===== config.mk =====
export PLATFORM = sky130hd
export DESIGN_NAME = lsd_decimal_radix_sorter_flat
export DESIGN_NICKNAME = d
export VERILOG_FILES = /design/src/hw/rtl/lsd_pkg.sv /design/src/hw/rtl/lsd_if.sv /design/src/hw/rtl/lsd_ram.sv /design/src/hw/rtl/lsd_buckets.sv /design/src/hw/rtl/lsd_decimal_radix_sorter.sv /design/src/flat_wrapper.sv
export SDC_FILE = /design/constraint.sdc
export NUM_CORES = 2
export LEC_CHECK = 0
export BUFFER_PORTS_ARGS = -buffer_cell sky130_fd_sc_hd__buf_2
export CAP_MARGIN = 30
export CORE_ASPECT_RATIO = 1.75
export CORE_MARGIN = 3
export CORE_UTILIZATION = 45
export DETAILED_ROUTE_END_ITERATION = 8
export SYNTH_ARGS = -nofsm -noshare
export SYNTH_HDL_FRONTEND = slang
export SYNTH_HIERARCHICAL = 1
export SYNTH_MEMORY_MAX_BITS = 65536
export SYNTH_SLANG_ARGS = --single-unit

===== constraint.sdc =====
create_clock -name clk -period 17.3 [get_ports clk]
set_clock_uncertainty 0.1 [all_clocks]
set_input_delay 1.73 -clock clk [delete_from_list [all_inputs] [get_ports clk]]
set_output_delay 1.73 -clock clk [all_outputs]
set_load 0.01 [all_outputs]

===== src/hw/rtl/lsd_pkg.sv =====
package lsd_pkg;

  localparam int unsigned SCORE_W = 16;
  localparam int unsigned TAG_W   = 16;
  localparam int unsigned REC_W   = SCORE_W + TAG_W;
  localparam int unsigned RADIX   = 10;
  localparam int unsigned DIG_W   = 4;

  typedef struct packed {
    logic [SCORE_W-1:0] score;
    logic [TAG_W-1:0]   tag;
  } rec_t;

  // Sequencer states, one-hot
  typedef enum logic [6:0] {
    ST_LOAD  = 7'b0000001,
    ST_CLR   = 7'b0000010,
    ST_COUNT = 7'b0000100,
    ST_SCAN  = 7'b0001000,
    ST_MOVE  = 7'b0010000,
    ST_NEXT  = 7'b0100000,
    ST_EMIT  = 7'b1000000
  } state_t;

  // Controls from sequencer to bucket counters
  typedef struct packed {
    logic               clr;
    logic               cnt_en;
    logic               scan_en;
    logic               move_en;
    logic [DIG_W-1:0]   scan_idx;
  } bkt_ctl_t;

  // Quotient of a score by 10^k (k 0..4) by reciprocal multiplication; 0 for k >= 5
  function automatic logic [SCORE_W-1:0] div_pow10(input logic [SCORE_W-1:0] s,
                                                  input logic [2:0] k);
    logic [47:0]        p;
    logic [SCORE_W-1:0] q;
    p = '0;
    q = '0;
    case (k)
      3'd0: q = s;
      3'd1: begin p = 48'(s) * 48'd52429;  q = SCORE_W'(p >> 19); end
      3'd2: begin p = 48'(s) * 48'd83887;  q = SCORE_W'(p >> 23); end
      3'd3: begin p = 48'(s) * 48'd67109;  q = SCORE_W'(p >> 26); end
      3'd4: begin p = 48'(s) * 48'd107375; q = SCORE_W'(p >> 30); end
      default: q = '0;
    endcase
    return q;
  endfunction

  // Decimal digit of a score at place 10^pw (pw 0..4)
  function automatic logic [DIG_W-1:0] dec_digit(input logic [SCORE_W-1:0] s,
                                                 input logic [2:0] pw);
    logic [SCORE_W-1:0] q_lo;
    logic [SCORE_W-1:0] q_hi;
    logic [SCORE_W-1:0] dgt;
    q_lo = div_pow10(s, pw);
    q_hi = div_pow10(s, pw + 3'd1);
    dgt  = q_lo - ((q_hi << 3) + (q_hi << 1));
    return dgt[DIG_W-1:0];
  endfunction

endpackage


===== src/hw/rtl/lsd_if.sv =====
interface lsd_in_if;
  logic                        valid;
  logic                        ready;
  logic [lsd_pkg::SCORE_W-1:0] score;
  logic [lsd_pkg::TAG_W-1:0]   tag;
  logic                        last;
  modport source (output valid, score, tag, last, input ready);
  modport sink   (input valid, score, tag, last, output ready);
endinterface

interface lsd_out_if;
  logic                        valid;
  logic                        ready;
  logic [lsd_pkg::SCORE_W-1:0] out_score;
  logic [lsd_pkg::TAG_W-1:0]   out_tag;
  logic                        out_last;
  logic                        dropped;
  modport source (output valid, out_score, out_tag, out_last, dropped, input ready);
  modport sink   (input valid, out_score, out_tag, out_last, dropped, output ready);
endinterface


===== src/hw/rtl/lsd_ram.sv =====
module lsd_ram #(
  parameter int unsigned WIDTH = 32,
  parameter int unsigned DEPTH = 64
) (
  input  logic                     clk,
  input  logic                     we,
  input  logic [$clog2(DEPTH)-1:0] waddr,
  input  logic [WIDTH-1:0]         wdata,
  input  logic [$clog2(DEPTH)-1:0] raddr,
  output logic [WIDTH-1:0]         rdata
);

  logic [WIDTH-1:0] mem [DEPTH];

  // Write one entry, register the read
  always_ff @(posedge clk) begin
    if (we) mem[waddr] <= wdata;
    rdata <= mem[raddr];
  end

endmodule


===== src/hw/rtl/lsd_buckets.sv =====
module lsd_buckets #(
  parameter int unsigned CNT_W = 7
) (
  input  logic                          clk,
  input  logic                          rst_n,
  input  lsd_pkg::bkt_ctl_t             ctl,
  input  logic [lsd_pkg::DIG_W-1:0]     dig,
  output logic [CNT_W-1:0]              slot
);

  logic [CNT_W-1:0] cnt_r [lsd_pkg::RADIX];
  logic [CNT_W-1:0] run_r;

  assign slot = cnt_r[dig];

  // Count, turn into exclusive prefix sums one bucket a cycle, hand out slots
  always_ff @(posedge clk) begin
    if (!rst_n || ctl.clr) begin
      for (int i = 0; i < lsd_pkg::RADIX; i++) cnt_r[i] <= '0;
      run_r <= '0;
    end else if (ctl.cnt_en || ctl.move_en) begin
      cnt_r[dig] <= cnt_r[dig] + CNT_W'(1);
    end else if (ctl.scan_en) begin
      cnt_r[ctl.scan_idx] <= run_r;
      run_r <= run_r + cnt_r[ctl.scan_idx];
    end
  end

endmodule


===== src/hw/rtl/lsd_decimal_radix_sorter.sv =====
// Load: one item per cycle into the record memory, ready stays high while loading.
// Sort after the item marked last: per decimal digit of the largest score a pass
// of clear, count, prefix scan over the ten buckets, move to the buffer and copy back.
// Emit: from a registered memory read, a new read only once the output register is free.
// Reset (synchronous, rst_n low) empties the block; memory contents stay undefined.
module lsd_decimal_radix_sorter #(
  parameter int unsigned DEPTH      = 64,
  parameter int unsigned MAX_DIGITS = 5
) (
  input  logic         clk,
  input  logic         rst_n,
  lsd_in_if.sink       in_ch,
  lsd_out_if.source    out_ch
);

  localparam int unsigned AW    = (DEPTH > 1) ? $clog2(DEPTH) : 1;
  localparam int unsigned CNT_W = $clog2(DEPTH + 1);
  localparam int unsigned RD    = 1 << AW;
  localparam int unsigned SCORE_MAX_W = lsd_pkg::SCORE_W;

  lsd_pkg::state_t state_r, state_nxt;
  logic [CNT_W-1:0] cnt_r;      // records held
  logic             ovf_r;
  logic [SCORE_MAX_W-1:0] mx_r;
  logic [2:0]       pw_r;       // digit place
  logic [CNT_W-1:0] idx_r;      // read index
  logic             phase_r;    // 0: move to buffer, 1: copy back
  logic             rv_r;       // read data valid
  logic [CNT_W-1:0] ridx_r;     // index of the data in flight
  logic [lsd_pkg::DIG_W-1:0] scan_r;
  logic             ov_r;       // output register valid
  lsd_pkg::rec_t    orec_r;
  logic             olast_r, odrop_r;

  // Memories
  logic            s_we, b_we;
  logic [AW-1:0]   s_wa, s_ra, b_wa, b_ra;
  lsd_pkg::rec_t   s_wd, s_rd, b_rd;

  lsd_ram #(.WIDTH(lsd_pkg::REC_W), .DEPTH(RD)) u_store (
    .clk(clk), .we(s_we), .waddr(s_wa), .wdata(s_wd), .raddr(s_ra), .rdata(s_rd));
  lsd_ram #(.WIDTH(lsd_pkg::REC_W), .DEPTH(RD)) u_pass (
    .clk(clk), .we(b_we), .waddr(b_wa), .wdata(s_rd), .raddr(b_ra), .rdata(b_rd));

  // Bucket counters
  lsd_pkg::bkt_ctl_t     bctl;
  logic [lsd_pkg::DIG_W-1:0] dig;
  logic [CNT_W-1:0]      slot;

  assign dig = lsd_pkg::dec_digit(s_rd.score, pw_r);

  lsd_buckets #(.CNT_W(CNT_W)) u_bkt (
    .clk(clk), .rst_n(rst_n), .ctl(bctl), .dig(dig), .slot(slot));

  logic in_acc, out_acc, o_free, rd_go, rd_done, more_digits;
  assign in_acc  = in_ch.valid && in_ch.ready;
  assign out_acc = out_ch.valid && out_ch.ready;
  assign o_free  = !ov_r || out_acc;
  assign in_ch.ready = (state_r == lsd_pkg::ST_LOAD);
  assign rd_done = (idx_r == cnt_r);

  // Another pass while the largest score has a digit at or above the current place, up to MAX_DIGITS
  always_comb begin
    case (pw_r)
      3'd0: more_digits = mx_r >= 16'd1;
      3'd1: more_digits = mx_r >= 16'd10;
      3'd2: more_digits = mx_r >= 16'd100;
      3'd3: more_digits = mx_r >= 16'd1000;
      3'd4: more_digits = mx_r >= 16'd10000;
      default: more_digits = 1'b0;
    endcase
    if (32'(pw_r) >= MAX_DIGITS) more_digits = 1'b0;
  end

  // Read issue: in emit only when the output register can take the data
  assign rd_go = !rd_done && o_free && !rv_r;

  always_comb begin
    s_we = 1'b0; s_wa = cnt_r[AW-1:0]; s_wd = '{score: in_ch.score, tag: in_ch.tag};
    b_we = 1'b0; b_wa = slot[AW-1:0];
    s_ra = idx_r[AW-1:0]; b_ra = idx_r[AW-1:0];
    bctl = '{clr: 1'b0, cnt_en: 1'b0, scan_en: 1'b0, move_en: 1'b0, scan_idx: scan_r};
    unique case (state_r)
      lsd_pkg::ST_LOAD: begin
        s_we = in_acc && (cnt_r < CNT_W'(DEPTH));
      end
      lsd_pkg::ST_CLR:   bctl.clr = 1'b1;
      lsd_pkg::ST_COUNT: bctl.cnt_en = rv_r;
      lsd_pkg::ST_SCAN:  bctl.scan_en = 1'b1;
      lsd_pkg::ST_MOVE: begin
        if (!phase_r) begin
          bctl.move_en = rv_r;
          b_we = rv_r;
        end else begin
          s_we = rv_r;
          s_wa = ridx_r[AW-1:0];
          s_wd = b_rd;
        end
      end
      lsd_pkg::ST_NEXT: ;
      lsd_pkg::ST_EMIT: ;
      default: ;
    endcase
  end

  // Sequencer
  always_comb begin
    state_nxt = state_r;
    unique case (state_r)
      lsd_pkg::ST_LOAD:  if (in_acc && in_ch.last)
                           state_nxt = lsd_pkg::ST_NEXT;
      lsd_pkg::ST_NEXT:  state_nxt = more_digits ? lsd_pkg::ST_CLR : lsd_pkg::ST_EMIT;
      lsd_pkg::ST_CLR:   state_nxt = lsd_pkg::ST_COUNT;
      lsd_pkg::ST_COUNT: if (rd_done && !rv_r) state_nxt = lsd_pkg::ST_SCAN;
      lsd_pkg::ST_SCAN:  if (scan_r == lsd_pkg::DIG_W'(lsd_pkg::RADIX - 1))
                           state_nxt = lsd_pkg::ST_MOVE;
      lsd_pkg::ST_MOVE:  if (rd_done && !rv_r && phase_r) state_nxt = lsd_pkg::ST_NEXT;
      lsd_pkg::ST_EMIT:  if (rd_done && !rv_r && o_free) state_nxt = lsd_pkg::ST_LOAD;
      default:           state_nxt = lsd_pkg::ST_LOAD;
    endcase
  end

  always_ff @(posedge clk) begin
    if (!rst_n) begin
      state_r <= lsd_pkg::ST_LOAD;
      cnt_r <= '0; ovf_r <= 1'b0; mx_r <= '0; pw_r <= '0;
      idx_r <= '0; phase_r <= 1'b0; rv_r <= 1'b0; scan_r <= '0; ov_r <= 1'b0;
    end else begin
      state_r <= state_nxt;
      unique case (state_r)
        lsd_pkg::ST_LOAD: begin
          idx_r <= '0; pw_r <= '0; rv_r <= 1'b0; phase_r <= 1'b0;
          if (in_acc) begin
            if (cnt_r < CNT_W'(DEPTH)) begin
              cnt_r <= cnt_r + CNT_W'(1);
              if (in_ch.score > mx_r) mx_r <= in_ch.score;
            end else begin
              ovf_r <= 1'b1;
            end
          end
        end
        lsd_pkg::ST_CLR: begin
          idx_r <= '0; scan_r <= '0; phase_r <= 1'b0; rv_r <= 1'b0;
        end
        lsd_pkg::ST_COUNT: begin
          rv_r <= !rd_done;
          if (!rd_done) idx_r <= idx_r + CNT_W'(1);
          if (rd_done && !rv_r) idx_r <= '0;
        end
        lsd_pkg::ST_SCAN: scan_r <= scan_r + lsd_pkg::DIG_W'(1);
        lsd_pkg::ST_MOVE: begin
          rv_r <= !rd_done;
          ridx_r <= idx_r;
          if (!rd_done) idx_r <= idx_r + CNT_W'(1);
          if (rd_done && !rv_r) begin
            idx_r <= '0;
            if (!phase_r) phase_r <= 1'b1;
            else pw_r <= pw_r + 3'd1;
          end
        end
        lsd_pkg::ST_NEXT: begin
          idx_r <= '0; rv_r <= 1'b0; phase_r <= 1'b0;
        end
        lsd_pkg::ST_EMIT: begin
          // One read in flight at most; result goes to the output register
          if (rv_r) begin
            ov_r <= 1'b1;
            rv_r <= 1'b0;
            orec_r <= s_rd;
            olast_r <= (idx_r == cnt_r);
            odrop_r <= (idx_r == cnt_r) && ovf_r;
          end else begin
            if (out_acc) ov_r <= 1'b0;
            if (rd_go) begin
              rv_r <= 1'b1;
              idx_r <= idx_r + CNT_W'(1);
            end
          end
          if (rd_done && !rv_r && o_free) begin
            cnt_r <= '0; ovf_r <= 1'b0; mx_r <= '0; idx_r <= '0;
          end
        end
        default: ;
      endcase
    end
  end

  assign out_ch.valid     = ov_r;
  assign out_ch.out_score = orec_r.score;
  assign out_ch.out_tag   = orec_r.tag;
  assign out_ch.out_last  = olast_r;
  assign out_ch.dropped   = odrop_r;

  // Input is taken only while loading
  a_in_load: assert property (@(posedge clk) disable iff (!rst_n)
    in_acc |-> state_r == lsd_pkg::ST_LOAD) else $error("item accepted outside load");
  // Count never exceeds capacity
  a_cnt: assert property (@(posedge clk) disable iff (!rst_n)
    cnt_r <= CNT_W'(DEPTH)) else $error("record count over capacity");
  // Dropped shows only on the final item
  a_drop: assert property (@(posedge clk) disable iff (!rst_n)
    ov_r && odrop_r |-> olast_r) else $error("dropped without last");
  // Leaving emit clears the store state
  a_empty: assert property (@(posedge clk) disable iff (!rst_n)
    state_r == lsd_pkg::ST_EMIT && state_nxt == lsd_pkg::ST_LOAD |=> cnt_r == '0)
    else $error("store not emptied");

endmodule


===== src/flat_wrapper.sv =====
// flat-port wrapper written by rule: the top's interface ports become plain ports
module lsd_decimal_radix_sorter_flat 
#(
  parameter int unsigned DEPTH      = 64,
  parameter int unsigned MAX_DIGITS = 5
)
  (clk, rst_n, in_ch_valid, in_ch_score, in_ch_tag, in_ch_last, in_ch_ready, out_ch_valid, out_ch_out_score, out_ch_out_tag, out_ch_out_last, out_ch_dropped, out_ch_ready);
  lsd_in_if in_ch_i ();
  lsd_out_if out_ch_i ();
  input  logic clk;
  input  logic rst_n;
  input wire logic [$bits(in_ch_i.valid)-1:0] in_ch_valid;
  input wire logic [$bits(in_ch_i.score)-1:0] in_ch_score;
  input wire logic [$bits(in_ch_i.tag)-1:0] in_ch_tag;
  input wire logic [$bits(in_ch_i.last)-1:0] in_ch_last;
  output wire logic [$bits(in_ch_i.ready)-1:0] in_ch_ready;
  output wire logic [$bits(out_ch_i.valid)-1:0] out_ch_valid;
  output wire logic [$bits(out_ch_i.out_score)-1:0] out_ch_out_score;
  output wire logic [$bits(out_ch_i.out_tag)-1:0] out_ch_out_tag;
  output wire logic [$bits(out_ch_i.out_last)-1:0] out_ch_out_last;
  output wire logic [$bits(out_ch_i.dropped)-1:0] out_ch_dropped;
  input wire logic [$bits(out_ch_i.ready)-1:0] out_ch_ready;
  assign in_ch_i.valid = in_ch_valid;
  assign in_ch_i.score = in_ch_score;
  assign in_ch_i.tag = in_ch_tag;
  assign in_ch_i.last = in_ch_last;
  assign in_ch_ready = in_ch_i.ready;
  assign out_ch_valid = out_ch_i.valid;
  assign out_ch_out_score = out_ch_i.out_score;
  assign out_ch_out_tag = out_ch_i.out_tag;
  assign out_ch_out_last = out_ch_i.out_last;
  assign out_ch_dropped = out_ch_i.dropped;
  assign out_ch_i.ready = out_ch_ready;
  lsd_decimal_radix_sorter #(.DEPTH(DEPTH), .MAX_DIGITS(MAX_DIGITS)) u_core (.clk(clk), .rst_n(rst_n), .in_ch(in_ch_i), .out_ch(out_ch_i));
endmodule

## Word-level counts from Yosys, hierarchy flattened

Memory sizes are Yosys's and may differ from the RTL's. A register that Yosys moved wholly into a read port is not among the register bits.
Cells that the tools add are included.

- Bits in registers: 95
- Memory bits (writable): 4,166
- Input bits: 37
- Output and inout bits: 36
- Logic and storage cells: 184
- Memories: 3

- Add/subtract/negate cells: 8
- $mul: 4
- Order comparisons: 8
- Equal/unequal tests: 31
- Mux-type cells: 73
- Bitwise logic cells: 1
- Reduce and logical (&&, ||, !) cells: 40

Memories:

| name | words | bits a word | rd ports | clocked after memory_dff | write ports | line | text |
|---|---|---|---|---|---|---|---|
| u_core.u_pass.mem | 64 | 32 | 1 | 1 | 1 | lsd_ram.sv:13 | `logic [WIDTH-1:0] mem [DEPTH];` |
| u_core.u_store.mem | 64 | 32 | 1 | 1 | 1 | lsd_ram.sv:13 |  |
| u_core.u_bkt.cnt_r | 10 | 7 | 2 | 1 | 10 | lsd_buckets.sv:11 | `logic [CNT_W-1:0] cnt_r [lsd_pkg::RADIX];` |

Operators by type and width:

| cell | number |
|---|---|
| two-way mux 7 bit | 16 |
| two-way mux 16 bit | 4 |
| two-way mux 32 bit | 2 |
| one-hot mux 7 bit (7 select lines) | 1 |
| multiplier 16 x 17 -> 33 bit (second input constant) | 1 |
| one-hot mux 16 bit (2 select lines) | 1 |
| multiplier 16 x 17 -> 30 bit (second input constant) | 1 |
| two-way mux 1 bit | 30 |
| multiplier 16 x 17 -> 27 bit (second input constant) | 1 |
| multiplier 16 x 16 -> 23 bit (second input constant) | 1 |
| adder 7 x 1 -> 7 bit (second input constant) | 3 |
| one-hot mux 7 bit (3 select lines) | 1 |
| one-hot mux 4 bit (5 select lines) | 1 |
| greater-or-equal comparator 16 x 1 -> 1 bit (second input constant) | 1 |
| greater-or-equal comparator 16 x 10 -> 1 bit (second input constant) | 1 |
| greater-or-equal comparator 16 x 14 -> 1 bit (second input constant) | 1 |
| greater-or-equal comparator 16 x 4 -> 1 bit (second input constant) | 1 |
| greater-or-equal comparator 16 x 7 -> 1 bit (second input constant) | 1 |
| > comparator 16 bit | 1 |
| two-way mux 4 bit | 4 |
| one-hot mux 3 bit (5 select lines) | 1 |
| one-hot mux 7 bit (2 select lines) | 1 |
| OR reduction 7 bit | 2 |
| == test 3 x 2 -> 1 bit (second input constant) | 4 |
| other kinds (42) | 84 |

## Longest topological paths before layout

- Depth after elaboration: 9
- Depth in mapped cells: 35
- Gate-level depth less buffers: 34

## Hierarchy

The synthesis kept the hierarchy.

By module, submodules not included:

| module | times used | cells each | area each (um^2) | sequential area each (um^2) |
|---|---|---|---|---|
| lsd_ram | 2 | 3,324 | 78,515.3 | 62,139.6 |
| lsd_decimal_radix_sorter | 1 | 1,842 | 18,657.9 | 2,162.1 |
| lsd_buckets | 1 | 425 | 6,294.8 | 3,503.4 |

## Least setup slack after synthesis

No wires, ideal clock.

- Path kind: reg2reg
- Start point: register u_core.u_store.rdata[21] (read register of u_core.u_store.mem)
- End point: memory u_core.u_pass.mem[48][0], enable pin
- Library setup time: 461 ps
- Arrival time: 11,397 ps
- Required time: 16,739 ps
- Slack: 5,342 ps
- Cell stages (with the launch flop): 33
- Path buffers: 2
- Period minus slack after synthesis: 11,958 ps
- Path through: dfxtp_1 inv_1 ha_1 inv_1 fa_1 fa_1 fa_1 inv_1 fa_1 inv_1 fa_1 ha_1 a211oi_1 nor2_1 or4_1 o21ai_1 a21boi_1 o21ai_0 nand2_1 xnor2_1 a221oi_1 o21ai_0 ha_1 a22oi_1 xnor3_1 clkbuf_1 nor2b_1 a22oi_1 nand2_1 clkbuf_1 nor2b_1 nand4b_1 nor3_1

- Cells in the longest elaborated chain, start to end: 5
- Elaborated cells between the ends (all ways): 9
- Those cells by class: 2 x add/sub; 4 x mul; 2 x mux; 1 x memory

Ends and longest elaborated chain:

| what | line | text |
|---|---|---|
| start, declared | lsd_ram.sv:10 | `output logic [WIDTH-1:0] rdata` |
| multiplier 16 x 17 -> 33 bit, or another cell as far along | lsd_pkg.sv:46 | `3'd4: begin p = 48'(s) * 48'd107375; q = SCORE_W'(p >> 30); end` |
| one-hot mux 3 bit (5 select lines) | lsd_pkg.sv:41 | `case (k)` |
| adder 4 bit | lsd_pkg.sv:60 | `dgt = q_lo - ((q_hi << 3) + (q_hi << 1));` |
| subtractor 4 bit * | lsd_pkg.sv:60 |  |
| named net u_core.dig (one bit) | lsd_decimal_radix_sorter.sv:47 | `logic [lsd_pkg::DIG_W-1:0] dig;` |
| memory read (10 x 7 bit) * | - |  |
| named net u_core.slot[3] | lsd_decimal_radix_sorter.sv:48 | `logic [CNT_W-1:0] slot;` |
| end, declared | lsd_ram.sv:13 |  |

The timed path passes the listed nets; every way through them passes the cells marked *.

## Final worst setup path

- Start point: register u_core.u_store.rdata[24] (read register of u_core.u_store.mem)
- End point: memory u_core.u_pass.mem[24][17], enable pin

The elaborated chain is that of the path after synthesis.

==> key figures <==
Job
  • Maximum Capacitance Violations: 0

Drt
  • Vias per inst: 5.98
  • Remaining design rule violation count: 0
  • Number of search-and-repair iterations in the first detailed-routing pass: 6
  • Count of nets left with antenna violations after detail routing: 0
  • Post-detailed-routing wire length: between 500 and 600 mm
  • Vias after detailed routing: about 90000
  • Avg WL per Cell: between 30 and 40 µm
  • Drt initial violations: 8654

Clock tree
  • Post_cts resized: 0
  • Worst-skew pair later-pin latency: roughly 0.96 ns
  • Post-cts hold buffer count: 0
  • Clock tree from TritonCTS: done
  • Buffers inserted during post-CTS setup optimization: 0
  • # H-tree levels: 5
  • Clock slew seen by the registers of the worst setup and hold paths: 0.07 ns
  • Number of clock sinks: 4350
  • Max clock buf depth: 4
  • CTS buffer count: ~390
  • Root cell of the clock tree: sky130_fd_sc_hd__clkbuf_16

Global route
  • First-pass GRT wire length: 716 mm
  • Pin count of the biggest net entering global routing: about 130
  • Met3 routing resource usage after global routing: 3.02%
  • Antenna violations before repair: 35
  • Top Usage Layer GRT: met2
  • Global Route met1 Usage: 28.4%
  • GR Util met2: 45.2%
  • Gr ovfl total: 0
  • Number of global-route vias before repair: 94500
  • Aggregate global-route resource usage: 24.6%

Floorplan
  • Initial Util: 45.3%
  • Die Span X: between 400 and 500 µm
  • Num ports: 73
  • Die Footprint: 0.410 mm²
  • Core outline area: between 0.4 and 0.5 mm²
  • Floorplan die height: 845 µm
  • Number of cell rows: 307

Logic synthesis
  • Mapped Cells: between 8000 and 9000
  • Synth Net Count: roughly 9600
  • Mean area per synthesized cell: 20.4 µm²
  • Synthesis warning total: 6
  • Synthesized cell area: 0.181 mm²

Critical path
  • Path depth of the worst reg2reg path: 31
  • CP Buf/Inv Count: 6
  • R2r setup slk: 4.91 ns
  • Cell class contributing the biggest share of worst-path delay: adder cells
  • Startpoint of the lowest-slack register-to-register path: u_core/u_store/rdata[24]
  • Startpoint type of the worst setup path: register
  • Capture point of the worst reg-to-reg path: u_core/u_pass/mem[24][17]
  • Biggest fanout along the worst timing path: 48
  • Most used cell along the critical path: sky130_fd_sc_hd__fa_1
  • Critical Path AT: 12.90 ns
  • Category of the worst setup path capture point: register
  • Type of the worst setup path: register to register
  • Largest stage delay, worst path: ~0.79 ns
  • Required time at the worst-slack endpoint: 17.82 ns
  • Cell at the slowest stage of the critical path: sky130_fd_sc_hd__a221oi_1

Layout
  • Post-layout utilization of the core: between 50 and 60%
  • Syn-to-layout area delta: 12.4%
  • Share of post-route cells with drive strength above 1: 24.8%
  • Number of nets in the finished design: approximately 10000

Place
  • Total half-perimeter wirelength after legalization and detailed placement: 332 mm
  • Worst setup slack after placement: around 4.8 ns
  • Port-buffer cells: 72
  • Weighted congestion reported at the end of routability-driven placement: 0.945

Timing
  • Post-route fraction of the period consumed by the critical path: 71.6%
  • Max-slew violation count: 0
  • Sum of negative setup slack: 0 ns
  • Unrepaired setup endpoints after global routing: false
  • Post-route minimum period: approximately 12 ns
  • Final setup margin: 4.91 ns
  • Worst rel slew slack: roughly 25%
  • Max Fclk: 80.7 MHz
  • Transition at the pin with the smallest max-transition slack: 1.13 ns
  • Final number of setup-violating endpoints: 0
  • Final number of hold-violating endpoints: 0

Worst hold path
  • Launch instance of the worst min-delay path: u_core/u_store/rdata[7]
  • Class of the tightest hold or removal check: register to register
  • Number of cells on the worst hold path: 0
  • Endpoint, Worst Hold: u_core/u_pass/mem[57][7]

Outcome
  • Status: complete, no violations
-- area by class of cell --
class,count,area (µm²)
fillers,31600,197000
flip-flops and latches,4350,130000
multi-input cells,3608,48800
clock buffers,479,10500
well taps,5253,6570
repair buffers,410,3860
clock inverters,238,2340
inverters,509,1910
diodes,33,82.6
-- registers in the layout, indices dropped and copies added (netlist names), 3 cells and up --
name	cells
u_core/scan_r	4
u_core/state_r	7
u_core/u_bkt/run_r	6
u_core/u_pass/mem	2048
u_core/mx_r	16
u_core/pw_r	3
u_core/u_pass/rdata	32
u_core/u_store/rdata	32
u_core/u_store/mem	2048
u_core/u_bkt/cnt_r	96
u_core/idx_r	7
u_core/out_ch.out_score	16
u_core/out_ch.out_tag	16
u_core/cnt_r	7
u_core/ridx_r	6
-- per-layer routing --
| layer | vias up | part of all wire [%] | routed length (µm) |
|---|---|---|---|
| li1 | 36800 | - | - |
| met1 | 48300 | 34 | 173000 |
| met2 | 3129 | 54 | 274000 |
| met3 | 858 | 5.4 | 27200 |
| met4 | 6 | 5.9 | 29800 |
| met5 | - | 0.0073 | 37 |
-- cell usage in the layout (no fill, tap or decap), drive strengths merged, types with 48 or more instances in the layout --
cell / n
nand2: 153
buf: 409
dfxtp: 118
mux4: 1142
o22ai: 174
a21oi: 200
edfxtp: 4232
fa: 298
clkinv: 162
ha: 409
mux2i: 190
xnor2: 48
nor2b: 49
o221ai: 56
inv: 523
nor2: 388
clkbuf: 479
-- worst max-delay path by stage --
stage / start / endpoint / slack, ns / cells after the start
2_1_floorplan: u_core/u_store/rdata[21] / u_core/u_pass/mem[48][0] / 5.40 / 32
3_3_place_gp: u_core/u_store/rdata[24] / u_core/u_pass/mem[7][15] / 4.88 / 30
3_5_place_dp: u_core/u_store/rdata[24] / u_core/u_pass/mem[25][13] / 4.83 / 31
4_1_cts: u_core/u_store/rdata[24] / u_core/u_pass/mem[24][17] / 4.86 / 31
5_1_grt: u_core/u_store/rdata[24] / u_core/u_pass/mem[24][17] / 4.33 / 31
6_report: u_core/u_store/rdata[24] / u_core/u_pass/mem[24][17] / 4.91 / 31
-- stage by stage --
stage,std cells,hold slack [ns],cell area [µm²]
3_5_place_dp,14100,0.358,190000
4_1_cts,14800,0.383,203000
3_3_place_gp,14100,0.360,189000
2_1_floorplan,8867,0.328,181000
5_1_grt,14900,0.400,204000
6_report,14900,0.378,204000
Power is left out: the tool's default activity adds up to more than one toggle a clock period on the data nets, which glitch-free logic cannot reach.
